### config.mk
export PLATFORM = sky130hd
export DESIGN_NAME = task_queue_scheduler
export DESIGN_NICKNAME = d
export VERILOG_FILES = /design/src/hw/rtl/tqs_pkg.sv /design/src/hw/rtl/tqs_ctrl.sv /design/src/hw/rtl/tqs_datapath.sv /design/src/hw/rtl/task_queue_scheduler.sv
export SDC_FILE = /design/constraint.sdc
export NUM_CORES = 1
export LEC_CHECK = 0
export BUFFER_PORTS_ARGS = -buffer_cell sky130_fd_sc_hd__clkbuf_2
export CAP_MARGIN = 20
export CORE_ASPECT_RATIO = 1.1
export CORE_UTILIZATION = 30
export CTS_CLUSTER_SIZE = 12
export DETAILED_ROUTE_END_ITERATION = 6
export GPL_TIMING_DRIVEN = 0
export HOLD_SLACK_MARGIN = 0.12
export PLACE_DENSITY = 0.43
export SYNTH_ARGS = -nofsm -noshare
export SYNTH_HDL_FRONTEND = slang
export SYNTH_SLANG_ARGS = --single-unit
export TNS_END_PERCENT = 10
### constraint.sdc
create_clock -name clk -period 6.12 [get_ports clk]
set_input_delay 0.612 -clock clk [delete_from_list [all_inputs] [get_ports clk]]
set_output_delay 0.612 -clock clk [all_outputs]
set_load 0.01 [all_outputs]
### src/hw/rtl/tqs_pkg.sv
// ----------------------------------------------------------------------------
// tqs_pkg: shared types and constants of the task queue scheduler
// slot sizes, task states, queue codes, opcodes, controller commands
// ----------------------------------------------------------------------------
package tqs_pkg;

  localparam int TASK_SLOTS = 16;
  localparam int SLOT_W     = (TASK_SLOTS > 1) ? $clog2(TASK_SLOTS) : 1;
  localparam int TASK_W     = 4;
  localparam int TIME_W     = 16;
  localparam int MASK_W     = 16;
  localparam int OP_W       = 3;
  localparam int IN_W       = 40;
  localparam int OUT_W      = 8;

  typedef logic [SLOT_W-1:0] slot_t;
  typedef logic [TIME_W-1:0] count_t;

  // task status codes
  localparam logic [1:0] ST_DEAD  = 2'd0;
  localparam logic [1:0] ST_RUN   = 2'd1;
  localparam logic [1:0] ST_WAIT  = 2'd2;
  localparam logic [1:0] ST_BLOCK = 2'd3;

  // queue codes
  localparam logic [1:0] Q_RUN   = 2'd0;
  localparam logic [1:0] Q_WAIT  = 2'd1;
  localparam logic [1:0] Q_BLOCK = 2'd2;
  localparam logic [1:0] Q_NONE  = 2'd3;

  // opcodes
  localparam logic [OP_W-1:0] OP_TICK   = 3'd0;
  localparam logic [OP_W-1:0] OP_SELECT = 3'd1;
  localparam logic [OP_W-1:0] OP_FINISH = 3'd2;
  localparam logic [OP_W-1:0] OP_WAIT   = 3'd3;
  localparam logic [OP_W-1:0] OP_BLOCK  = 3'd4;
  localparam logic [OP_W-1:0] OP_ADD    = 3'd5;
  localparam logic [OP_W-1:0] OP_REMOVE = 3'd6;

  typedef enum logic [3:0] {
    CMD_IDLE,
    CMD_DISPATCH,
    CMD_TICK,
    CMD_SELB,
    CMD_SELO,
    CMD_COMMIT,
    CMD_DETACH,
    CMD_SETUP,
    CMD_SORT,
    CMD_PUSH,
    CMD_ADD,
    CMD_DONE
  } cmd_t;

  typedef struct packed {
    cmd_t cmd;
    logic load;
  } ctl_t;

  typedef struct packed {
    logic [OP_W-1:0] op;
    logic cur_live;
    logic fin_ok;
    logic ready_now;
    logic wq_ne;
    logic bq_ne;
    logic last_w;
    logic last_b;
    logic mask_hit;
    logic other_w;
    logic other_r;
    logic sort_hit;
    logic add_hit;
    logic k_last;
    logic out_free;
  } stat_t;

  function automatic logic [1:0] queue_of(input logic [1:0] s);
    logic [1:0] q;
    case (s)
      ST_RUN:   q = Q_RUN;
      ST_WAIT:  q = Q_WAIT;
      ST_BLOCK: q = Q_BLOCK;
      default:  q = Q_NONE;
    endcase
    return q;
  endfunction

endpackage

### src/hw/rtl/tqs_ctrl.sv
// ----------------------------------------------------------------------------
// tqs_ctrl: scheduler sequencer
// one-hot state machine that steps the datapath through each operation
// ----------------------------------------------------------------------------
module tqs_ctrl (
  input  logic          clk,
  input  logic          rst,
  input  logic          s_tvalid,
  output logic          s_tready,
  input  tqs_pkg::stat_t stat,
  output tqs_pkg::ctl_t  ctl
);
  import tqs_pkg::*;

  typedef enum logic [11:0] {
    S_IDLE     = 12'b000000000001,
    S_DISPATCH = 12'b000000000010,
    S_TICK     = 12'b000000000100,
    S_SELB     = 12'b000000001000,
    S_SELO     = 12'b000000010000,
    S_COMMIT   = 12'b000000100000,
    S_DETACH   = 12'b000001000000,
    S_SETUP    = 12'b000010000000,
    S_SORT     = 12'b000100000000,
    S_PUSH     = 12'b001000000000,
    S_ADD      = 12'b010000000000,
    S_DONE     = 12'b100000000000
  } state_t;

  state_t state, state_next;

  assign s_tready = (state == S_IDLE);

  always_ff @(posedge clk) begin
    if (rst) begin
      state <= S_IDLE;
    end else begin
      state <= state_next;
    end
  end

  always_comb begin
    state_next = state;
    ctl.load   = 1'b0;
    ctl.cmd    = CMD_IDLE;
    unique case (state)
      S_IDLE: begin
        ctl.load = s_tvalid;
        if (s_tvalid) state_next = S_DISPATCH;
      end
      S_DISPATCH: begin
        ctl.cmd = CMD_DISPATCH;
        case (stat.op)
          OP_TICK:   state_next = stat.wq_ne ? S_TICK : S_DONE;
          OP_SELECT: state_next = stat.bq_ne ? S_SELB : S_SELO;
          OP_FINISH: state_next = stat.fin_ok ? S_PUSH : S_DONE;
          OP_WAIT:   state_next = stat.cur_live ? S_DETACH : S_DONE;
          OP_BLOCK:  state_next = (!stat.ready_now && stat.cur_live) ? S_DETACH : S_DONE;
          OP_ADD:    state_next = S_ADD;
          OP_REMOVE: state_next = S_DETACH;
          default:   state_next = S_DONE;
        endcase
      end
      S_TICK: begin
        ctl.cmd = CMD_TICK;
        if (stat.last_w) state_next = S_DONE;
      end
      S_SELB: begin
        ctl.cmd = CMD_SELB;
        if (stat.mask_hit) state_next = S_COMMIT;
        else if (stat.last_b) state_next = S_SELO;
      end
      S_SELO: begin
        ctl.cmd = CMD_SELO;
        state_next = (stat.other_w || stat.other_r) ? S_COMMIT : S_DONE;
      end
      S_COMMIT: begin
        ctl.cmd = CMD_COMMIT;
        state_next = S_DONE;
      end
      S_DETACH: begin
        ctl.cmd = CMD_DETACH;
        state_next = (stat.op == OP_REMOVE) ? S_DONE : S_SETUP;
      end
      S_SETUP: begin
        ctl.cmd = CMD_SETUP;
        state_next = (stat.op == OP_WAIT && stat.wq_ne) ? S_SORT : S_PUSH;
      end
      S_SORT: begin
        ctl.cmd = CMD_SORT;
        if (stat.sort_hit) state_next = S_DONE;
        else if (stat.last_w) state_next = S_PUSH;
      end
      S_PUSH: begin
        ctl.cmd = CMD_PUSH;
        state_next = S_DONE;
      end
      S_ADD: begin
        ctl.cmd = CMD_ADD;
        if (stat.add_hit) state_next = S_PUSH;
        else if (stat.k_last) state_next = S_DONE;
      end
      S_DONE: begin
        ctl.cmd = CMD_DONE;
        if (stat.out_free) state_next = S_IDLE;
      end
      default: state_next = S_IDLE;
    endcase
  end

endmodule

### src/hw/rtl/tqs_datapath.sv
// ----------------------------------------------------------------------------
// tqs_datapath: task tables, queue pointers and result register
// per-slot status, countdown and circular links, three linked queues
// ----------------------------------------------------------------------------
module tqs_datapath (
  input  logic                      clk,
  input  logic                      rst,
  input  logic [tqs_pkg::OP_W-1:0]  in_op,
  input  logic [tqs_pkg::IN_W-1:0]  in_data,
  input  tqs_pkg::ctl_t             ctl,
  output tqs_pkg::stat_t            stat,
  input  logic                      m_tready,
  output logic                      m_tvalid,
  output logic [tqs_pkg::OUT_W-1:0] m_tdata
);
  import tqs_pkg::*;

  logic [1:0] st_r   [TASK_SLOTS];
  count_t     cd     [TASK_SLOTS];
  slot_t      nx     [TASK_SLOTS];
  slot_t      pv     [TASK_SLOTS];
  logic [TASK_SLOTS-1:0] queued;
  slot_t      qh     [3];
  slot_t      qt     [3];
  logic [2:0] qne;
  slot_t      cur;

  logic [OP_W-1:0]   op_r;
  logic [TASK_W-1:0] target_r;
  count_t            wt_r;
  logic              rdy_r;
  logic [MASK_W-1:0] mask_r;

  slot_t      c, id, k;
  logic [1:0] qsel;
  logic [TASK_W-1:0] chosen_r;
  logic       found_r, released_r;

  logic [1:0] uq;
  slot_t      p, n, ih, itl, pc;
  logic       do_unlink, do_push, do_insert;
  logic       hit_b;

  always_comb begin
    hit_b = 1'b0;
    if (32'(c) < MASK_W) hit_b = mask_r[TASK_W'(c)];
  end

  assign uq        = (ctl.cmd == CMD_COMMIT) ? qsel : queue_of(st_r[id]);
  assign p         = pv[id];
  assign n         = nx[id];
  assign ih        = qh[qsel];
  assign itl       = qt[qsel];
  assign pc        = pv[c];
  assign do_unlink = (ctl.cmd == CMD_COMMIT) || (ctl.cmd == CMD_DETACH && queued[id]);
  assign do_push   = (ctl.cmd == CMD_PUSH);
  assign do_insert = (ctl.cmd == CMD_SORT) && (cd[c] > cd[id]);

  always_comb begin
    stat.op        = op_r;
    stat.cur_live  = (st_r[cur] != ST_DEAD);
    stat.fin_ok    = (st_r[cur] == ST_RUN) && !queued[cur];
    stat.ready_now = rdy_r;
    stat.wq_ne     = qne[Q_WAIT];
    stat.bq_ne     = qne[Q_BLOCK];
    stat.last_w    = (c == qt[Q_WAIT]);
    stat.last_b    = (c == qt[Q_BLOCK]);
    stat.mask_hit  = hit_b;
    stat.other_w   = qne[Q_WAIT] && (cd[qh[Q_WAIT]] == '0);
    stat.other_r   = qne[Q_RUN];
    stat.sort_hit  = (cd[c] > cd[id]);
    stat.add_hit   = (st_r[k] == ST_DEAD);
    stat.k_last    = (32'(k) == TASK_SLOTS - 1);
    stat.out_free  = !m_tvalid || m_tready;
  end

  always_ff @(posedge clk) begin
    if (rst) begin
      for (int i = 0; i < TASK_SLOTS; i++) begin
        st_r[i] <= ST_DEAD;
        cd[i]   <= '0;
      end
      queued   <= '0;
      qne      <= '0;
      for (int j = 0; j < 3; j++) begin
        qh[j] <= '0;
        qt[j] <= '0;
      end
      cur      <= '0;
      m_tvalid <= 1'b0;
    end else begin
      if (ctl.load) begin
        op_r       <= in_op;
        target_r   <= in_data[3:0];
        wt_r       <= in_data[19:4];
        rdy_r      <= in_data[20];
        mask_r     <= in_data[36:21];
        chosen_r   <= '0;
        found_r    <= 1'b0;
        released_r <= 1'b0;
      end

      if (m_tvalid && m_tready && !(ctl.cmd == CMD_DONE && stat.out_free)) m_tvalid <= 1'b0;

      // take a slot out of its queue
      if (do_unlink) begin
        if (qh[uq] == id && qt[uq] == id) begin
          qne[uq] <= 1'b0;
        end else begin
          nx[p] <= n;
          pv[n] <= p;
          if (qh[uq] == id) qh[uq] <= n;
          if (qt[uq] == id) qt[uq] <= p;
        end
        queued[id] <= 1'b0;
      end

      // append at the tail, ring closes back to the head
      if (do_push) begin
        if (!qne[qsel]) begin
          nx[id]    <= id;
          pv[id]    <= id;
          qh[qsel]  <= id;
          qt[qsel]  <= id;
          qne[qsel] <= 1'b1;
        end else begin
          nx[itl]  <= id;
          pv[id]   <= itl;
          nx[id]   <= ih;
          pv[ih]   <= id;
          qt[qsel] <= id;
        end
        queued[id] <= 1'b1;
      end

      // insert ahead of the first entry with a larger countdown
      if (do_insert) begin
        nx[pc]     <= id;
        pv[id]     <= pc;
        nx[id]     <= c;
        pv[c]      <= id;
        if (qh[Q_WAIT] == c) qh[Q_WAIT] <= id;
        queued[id] <= 1'b1;
      end

      case (ctl.cmd)
        CMD_DISPATCH: begin
          case (op_r)
            OP_TICK:   c <= qh[Q_WAIT];
            OP_SELECT: c <= qh[Q_BLOCK];
            OP_FINISH: begin
              id   <= cur;
              qsel <= Q_RUN;
            end
            OP_WAIT:   id <= cur;
            OP_BLOCK: begin
              id <= cur;
              if (rdy_r) released_r <= 1'b1;
            end
            OP_ADD:    k  <= '0;
            OP_REMOVE: id <= SLOT_W'(target_r);
            default: ;
          endcase
        end
        CMD_TICK: begin
          if (cd[c] != '0) cd[c] <= cd[c] - 1'b1;
          c <= nx[c];
        end
        CMD_SELB: begin
          if (hit_b) begin
            id   <= c;
            qsel <= Q_BLOCK;
          end else begin
            c <= nx[c];
          end
        end
        CMD_SELO: begin
          if (stat.other_w) begin
            id   <= qh[Q_WAIT];
            qsel <= Q_WAIT;
          end else begin
            id   <= qh[Q_RUN];
            qsel <= Q_RUN;
          end
        end
        CMD_COMMIT: begin
          st_r[id] <= ST_RUN;
          cur      <= id;
          found_r  <= 1'b1;
          chosen_r <= TASK_W'(id);
        end
        CMD_DETACH: begin
          if (op_r == OP_REMOVE) st_r[id] <= ST_DEAD;
        end
        CMD_SETUP: begin
          if (op_r == OP_WAIT) begin
            cd[id]   <= wt_r;
            st_r[id] <= ST_WAIT;
            c        <= qh[Q_WAIT];
            qsel     <= Q_WAIT;
          end else begin
            st_r[id] <= ST_BLOCK;
            qsel     <= Q_BLOCK;
          end
        end
        CMD_SORT: begin
          if (!do_insert) c <= nx[c];
        end
        CMD_ADD: begin
          if (stat.add_hit) begin
            st_r[k]  <= ST_RUN;
            cd[k]    <= '0;
            id       <= k;
            qsel     <= Q_RUN;
            chosen_r <= TASK_W'(k);
            found_r  <= 1'b1;
          end else begin
            k <= k + 1'b1;
          end
        end
        CMD_DONE: begin
          if (stat.out_free) begin
            m_tvalid <= 1'b1;
            m_tdata  <= {2'b00, released_r, found_r, chosen_r};
          end
        end
        default: ;
      endcase
    end
  end

endmodule

### src/hw/rtl/task_queue_scheduler.sv
// ----------------------------------------------------------------------------
// task_queue_scheduler: cooperative task scheduler with three linked queues
// running fifo, countdown-sorted waiting queue and blocked fifo per slot
// ----------------------------------------------------------------------------
// channel  direction  payload
// s_*      in         tuser: op; tdata: target_task, wait_time, check_ready,
//                     ready_mask
// m_*      out        tdata: chosen_task, found, released
//
// one request at a time; the tick, the select over the blocked queue and the sorted
// insert walk one queue entry per cycle, and add scans one slot per cycle.
// reset clears all slots to dead and all queues to empty, no clearing pass.
// a result waits in the output register; a stalled m_tready holds the
// next result in the final state until the register frees.
module task_queue_scheduler (
  input  logic                      clk,
  input  logic                      rst,
  input  logic                      s_tvalid,
  output logic                      s_tready,
  // [2:0] op
  input  logic [tqs_pkg::OP_W-1:0]  s_tuser,
  // [3:0] target_task, [19:4] wait_time, [20] check_ready, [36:21] ready_mask
  input  logic [tqs_pkg::IN_W-1:0]  s_tdata,
  output logic                      m_tvalid,
  input  logic                      m_tready,
  // [3:0] chosen_task, [4] found, [5] released
  output logic [tqs_pkg::OUT_W-1:0] m_tdata
);
  import tqs_pkg::*;

  ctl_t  ctl;
  stat_t stat;

  tqs_ctrl u_ctrl (
    .clk      (clk),
    .rst      (rst),
    .s_tvalid (s_tvalid),
    .s_tready (s_tready),
    .stat     (stat),
    .ctl      (ctl)
  );

  tqs_datapath u_dp (
    .clk      (clk),
    .rst      (rst),
    .in_op    (s_tuser),
    .in_data  (s_tdata),
    .ctl      (ctl),
    .stat     (stat),
    .m_tready (m_tready),
    .m_tvalid (m_tvalid),
    .m_tdata  (m_tdata)
  );

endmodule

==> results_dict.tcl, run 1 <==
set metrics [dict create \
    final_common_cell "edfxtp_1" \
    setup_viol 0 \
    syn_avg_cell_area_um2 12.4 \
    required_ns 6.49 \
    slew_violations 0 \
    yosysSeqAreaShare_pct 50.0 \
    min_path_type "in2reg" \
    cp-start-kind "register" \
    clockRootBuffer "clkbuf_16" \
    post-route-period-util_pct 99.9 \
    reg2reg_to "u_dp.nx[4][0]" \
    cp.arrival_ns 6.48 \
    period_needed_ns 6.11 \
    drive_gt1_share_pct 25.7 \
    synth_flop_cell "edfxtp_1" \
    start_util_pct 30.3 \
    reg2regPathDepth 19 \
    cts_tree "yes" \
    dr.pass1.iters 5 \
    critPathKind "reg2reg" \
    end_kind "register" \
    leakage_nw 13.0 \
    clkTransAtPathRegs_ns 0.06 \
    grt_max_degree 35 \
    fmax_ghz 0.164 \
    grt_pass1_wl_mm 186 \
    ys_seq_elements 568 \
    vdd_drop_max_mv 0.190 \
    syn_area_mm2 0.0331 \
    area_delta_synth_final_pct 16.4 \
    clockBufferDepth 3 \
    final_cell_mix "edfxtp_1 (514), nor2_1 (462), mux4_2 (248)" \
    port_buffers 51 \
    die_h_um 350 \
    drv_cap 0 \
    core_area_mm2 0.109 \
    synth_edf_count 514 \
    rsz0062_at_grt "true" \
    fin_setup_tns_ns 0 \
    route.detailed.drc 0 \
    synthCells 2670 \
    dp_hpwl_mm 101 \
    tightestPinTransition_ns 1.21 \
    dpl_cell_area_mm2 0.0353 \
    finClkSkew_ns 0.0353 \
    ios 57 \
    cts_made_buffers 70 \
    htreeDepth 3 \
    wl_per_cell_um 30.6 \
    final_area_mm2 0.0385 \
    clock_latency_ns 0.65 \
    cellPowerDensity_mw_per_mm2 240 \
    vias 25300 \
    routed_wl_mm 132 \
    ant_nets 0 \
    drtIter0Drc 2943 \
    rrSetupSlack_ns 0.008 \
    routabilityCongestion 0.939 \
    final_nets 2895 \
    hold_ws_ns 0.159 \
    post-route-util_pct 35.3 \
    rows 127 \
    die-area_mm2 0.112 \
    ys_types 95 \
    diodes 0 \
    die_w_um 319 \
    clock_sinks 568 \
    crit_end "u_dp.nx[4][0]" \
    worst_slew_margin_rel_pct 19.2 \
    dpl.cell_count 4152 \
    status "complete, no violations" \
    grt.overflow.total 0 \
    grt_use_total_pct 23.3 \
    grt_pass1_vias 25100 \
    synthArstFlopShare_pct 0 \
    fin_cells 4304 \
    finalHoldViolations 0 \
    synth_warnings 0 \
    cp_max_fo 15 \
    viasPerCell 5.87 \
    antenna_found_initial 1 \
]
-- sequential cells by signal (all words and copies together) (netlist names), 2 cells and up, named ones only --
name	flops
u_dp.mask_r	16
u_dp.cur	4
u_dp.st_r	32
u_dp.qsel	2
u_dp.qne	3
u_dp.queued	16
u_dp.cd	256
u_dp.target_r	4
u_dp.m_tdata	6
u_dp.pv	64
u_dp.qt	16
u_dp.op_r	3
u_ctrl.state	12
u_dp.id	4
u_dp.k	4
u_dp.wt_r	16
u_dp.c	4
u_dp.qh	16
u_dp.nx	64
u_dp.chosen_r	4
-- cell families (layout without fill, tap and decap cells) --
logic type	count (synthesis)	count (layout)	synth area share, %
xor gates and xnor gates	34	34	0.901
AOI/OAI and AO/OA	390	390	7.71
other	1	2	0.0113
muxes	419	419	23.2
buffers and inverters	252	466	3.60
DFF	568	568	50.0
and+or+nand+nor	988	988	13.9
adders and majority gates	18	18	0.681
-- per-stage QoR --
stage,total power [W],worst slack [ns]
2_1_floorplan,0.00480,0.0172
3_3_place_gp,0.00507,-2.89
3_5_place_dp,0.00508,-2.94
4_1_cts,0.00929,-0.111
5_1_grt,0.00948,-0.0968
6_report,0.00925,0.00768
-- layout make-up --
class	instances	area (µm²)
inverter	47	180
fill	10700	70700
tap	1419	1780
sequential	568	16500
multi-input combinational	1851	15800
buffer	197	1210
clock inverter	35	357
timing repair buffer	95	703
clock buffer	92	1920
-- cell usage after synthesis, drive strengths merged, types with 4 or more instances --
cell | instances | area, µm²
a211oi | 12 | 95.1
a21o | 5 | 37.5
a21oi | 140 | 701
a221o | 6 | 60.1
a221oi | 4 | 35.0
a31o | 5 | 52.6
a31oi | 13 | 81.3
and2 | 18 | 113
and3 | 8 | 50.1
and3b | 5 | 43.8
buf | 97 | 608
clkbuf | 108 | 405
dfxtp | 54 | 1080
edfxtp | 514 | 15400
ha | 18 | 225
inv | 44 | 165
mux2 | 86 | 968
mux2i | 69 | 698
mux4 | 264 | 6010
nand2 | 196 | 763
nand2b | 14 | 95.1
nand3 | 51 | 260
nand3b | 9 | 67.6
nand4 | 22 | 138
nor2 | 474 | 1800
nor2b | 22 | 138
nor3 | 43 | 215
nor3b | 20 | 176
nor4 | 63 | 415
nor4b | 6 | 58.8
o211ai | 31 | 289
o21a | 13 | 97.6
o21ai | 86 | 438
o221ai | 9 | 78.8
o22ai | 12 | 75.1
o311ai | 4 | 35.0
o31ai | 18 | 135
or2 | 8 | 50.1
or3 | 11 | 73.8
or4 | 8 | 63.8
xnor2 | 16 | 140
xor2 | 18 | 158
-- report_power, final --
| group | total, W | internal, W | switching (W) |
|---|---|---|---|
| registers | 0.00441 | 0.00431 | 0.0000946 |
| clock network | 0.00421 | 0.00247 | 0.00175 |
| logic | 0.000630 | 0.000230 | 0.000400 |
-- layer usage --
metal	up-vias	part of all wire (%)	global-route usage (%)
met3	318	6.0	3.34
met1	13000	40	29.0
met2	1271	49	39.9
met5	-	0	0
met4	0	5.2	11.0
li1	10700	-	-
-- what timing repair did --
item,in CTS,in global routing
hold buffers,16,0
resized for setup,128,78
hold endpoints to repair,16,0
endpoints found under the setup margin,574,486
buffers inserted,1,14
pin swaps,2,6
-- worst min-delay path by stage --
stage	start	to	depth (start not counted)	slack, ns
after floorplan	u_dp.chosen_r[0]	u_dp.m_tdata[0]	0	0.43
after global placement	u_dp.found_r	u_dp.m_tdata[4]	0	0.44
after detailed placement	u_dp.released_r	u_dp.m_tdata[5]	0	0.45
after CTS	s_tdata[1]	u_dp.target_r[1]	1	0.12
after global routing	s_tdata[5]	u_dp.wt_r[1]	1	0.13
final	s_tdata[13]	u_dp.wt_r[9]	1	0.16
-- critical path, stage by stage (launching register included) --
cell	delay [ns]
dfxtp_1	0.32
buf_6	0.21
buf_12	0.19
buf_16	0.18
buf_8	0.21
mux4_2	0.61
mux4_2	0.50
inv_1	0.07
ha_1	0.15
nand4_1	0.27
nor2_2	0.20
nand2_1	0.10
a221o_1	0.34
a2111oi_4	0.64
nand2_2	0.11
buf_4	0.20
mux2_2	0.35
or3_4	0.42
nor3b_4	0.32
mux2_2	0.38
Note: power is estimated with default switching activity, not from simulation.
==> run 2: changes to the inputs <==
--- a/config.mk
+++ b/config.mk
@@ -16,5 +16,6 @@
 export PLACE_DENSITY = 0.43
 export SYNTH_ARGS = -nofsm -noshare
 export SYNTH_HDL_FRONTEND = slang
+export SYNTH_HIERARCHICAL = 1
 export SYNTH_SLANG_ARGS = --single-unit
 export TNS_END_PERCENT = 10
==> run 2 against run 1 <==
  * Via count is 1.9% higher
  * Sequential cell count is the same
  * Hold slack worse by 0.0013 ns
  * Die area increased by 1.5%
  * Core utilization is essentially flat
  * Final cell count up 2.6%
  * Count of clock-buffer cells in the layout fell by 7
  * Largest power group unchanged
  * Highest routed layer is now met5
==> results_dict.tcl, run 2 <==
set metrics [dict create \
    syn_avg_cell_area_um2 12.4 \
    netlist.area_leader.share_pct 46.0 \
    start_util_pct 30.3 \
    syn_area_mm2 0.0335 \
    yosysMostFrequentCell "edfxtp_1" \
    critical-path-slowest-cell "mux4_2" \
    clockRootBuffer "clkbuf_16" \
    slew_violations 0 \
    synth_edf_count 514 \
    worst_slew_margin_rel_pct 20.9 \
    cellPowerDensity_mw_per_mm2 245 \
    path_cells "buf_4 > buf_4 > buf_1 > buf_8 > mux4_2 > mux4_2 > ha_1 > a2111oi_0 > a221o_2 > a21bo_4 > clkbuf_4 > mux2i_4 > nand2_1 > nor2_2 > mux2_2" \
    drive_gt1_share_pct 27.9 \
    ant_nets 0 \
    period_needed_ns 6.12 \
    cts_tree "yes" \
    post-route-util_pct 35.2 \
    drtIter0Drc 2982 \
    grt.overflow.total 0 \
    tightestPinTransition_ns 1.19 \
    rsz0062_at_grt "true" \
    grt_pass1_wl_mm 196 \
    required_ns 6.52 \
    synthCells 2707 \
    ys_types 100 \
    critPathKind "reg2reg" \
    area_delta_synth_final_pct 16.3 \
    synth_warnings 6 \
    largest_register_ffs 256 \
    end_kind "register" \
    antenna_found_initial 5 \
    final_common_cell "edfxtp_1" \
    yosysSeqAreaShare_pct 49.2 \
    vdd_drop_max_mv 0.171 \
    fmax_ghz 0.163 \
    synth_flop_cell "edfxtp_1" \
    slowest_delay_ns 0.57 \
    power_w 0.00956 \
    final_nets 2929 \
    routed_wl_mm 140 \
    final_cell_mix "edfxtp_1 (514), nor2_1 (424), mux4_2 (275)" \
    cts_made_buffers 70 \
    fill_cells 11000 \
    wl_per_cell_um 31.7 \
    route.detailed.drc 0 \
    grt_pass1_vias 25300 \
    fin_cells 4416 \
    die-area_mm2 0.113 \
    vias 25800 \
    viasPerCell 5.83 \
    setup_viol 0 \
    drv_cap 0 \
    htreeDepth 3 \
    dp_hpwl_mm 109 \
    regMostFlops "u_dp/cd" \
    cp-start-kind "register" \
    cp_max_fo 10 \
    clkTransAtPathRegs_ns 0.06 \
    top_regs "u_dp/cd x256, u_dp/nx x64, u_dp/pv x64" \
    min_path_type "in2reg" \
    rows 128 \
    synthArstFlopShare_pct 0 \
    synth.top_cells.by_count "edfxtp_1 (514), nor2_1 (433), mux4_2 (275), nand2_1 (199), clkbuf_1 (126)" \
    grt_use_total_pct 24.5 \
    leakage_nw 13.2 \
    ys_seq_elements 568 \
    ios 57 \
    dpl.cell_count 4278 \
    die_w_um 321 \
    port_buffers 51 \
    post-route-period-util_pct 100 \
    clock_sinks 568 \
    hold_ws_ns 0.158 \
    core_area_mm2 0.111 \
    cp.arrival_ns 6.52 \
    die_h_um 353 \
    dr.pass1.iters 6 \
    clock_latency_ns 0.65 \
    finalHoldViolations 0 \
    netlist_top_cells_area "edfxtp_1 (46%), mux4_2 (18%), nor2_1 (4.8%)" \
    routabilityCongestion 0.997 \
    clockBufferDepth 3 \
    finClkSkew_ns 0.0514 \
    status "complete, no violations" \
    grt_max_degree 28 \
    yosysTopAreaCell "edfxtp_1" \
]
## run 2: power breakdown
group	switching (W)	internal [W]	leakage, nW
registers	0.000116	0.00434	5.50
logic	0.000665	0.000378	6.65
clock network	0.00173	0.00233	1.06
total	0.00251	0.00705	13.2
## run 2: timing repair
action / 4_1_cts / 5_1_grt
hold buffers: 10 / 0
gates resized for setup: 148 / 67
pin swaps: 2 / 2
hold endpoints to repair: 10 / 0
buffers inserted: 2 / 3
setup endpoints to repair: 781 / 649
## run 2: cell type report
class / count / area, µm² / share of cell area, %
Sequential cell: 568 / 16500 / 42.3
Multi-Input combinational cell: 1870 / 16400 / 42.0
Tap cell: 1495 / 1870 / 4.79
Clock buffer: 85 / 1850 / 4.74
Buffer: 202 / 1130 / 2.90
Timing Repair Buffer: 91 / 669 / 1.72
Clock inverter: 40 / 353 / 0.904
Inverter: 61 / 229 / 0.587
Antenna cell: 4 / 10.0 / 0.0257
## run 2: logic make-up (layout without fill, tap and decap cells)
| logic type | Yosys count | in the layout | synth area share, % |
|---|---|---|---|
| simple gates | 994 | 994 | 14.3 |
| flops | 568 | 568 | 49.2 |
| mux | 419 | 419 | 23.1 |
| compound gates | 389 | 389 | 7.77 |
| buf+inv | 270 | 479 | 3.69 |
| xor+xnor | 48 | 48 | 1.25 |
| fa+ha+maj | 18 | 18 | 0.671 |
| other cells | 1 | 6 | 0.0112 |
## run 2: final timing paths
kind	start	to	slack [ns]	cells after the start
setup / recovery	register	u_dp/pv[0][1]	0.003	15
hold reg to reg	u_dp/released_r	u_dp/m_tdata[5]	0.45	0
setup reg to reg	register	u_dp/pv[0][1]	0.003	15
hold / removal	s_tdata[18]	u_dp/wt_r[14]	0.16	1
## run 2: per-stage QoR
stage / TNS, ns / setup WS, ns / area (µm²)
2_1_floorplan: 0 / 0.00860 / 33600
3_3_place_gp: -983.98 / -2.65 / 35700
3_5_place_dp: -832.77 / -2.69 / 36000
4_1_cts: -2.06 / -0.137 / 38700
5_1_grt: -0.558 / -0.0472 / 39000
6_report: 0 / 0.00285 / 39000
## run 2: routing by layer
layer	share of wire, %	track usage [%]	vias to the layer above
met4	5.4	11.8	2
met1	39	30.4	13300
li1	-	-	10800
met3	6.8	4.23	322
met2	49	41.2	1322
met5	0.0086	0	-
## run 2: critical path, delay by kind of cell (launching register included)
| kind | cells | cell delay (ns) |
|---|---|---|
| compound gates | 3 | 1.11 |
| fa+ha+maj | 1 | 0.35 |
| buf+inv | 5 | 1.49 |
| flops | 1 | 0.47 |
| mux | 4 | 1.72 |
| simple gates | 2 | 0.70 |
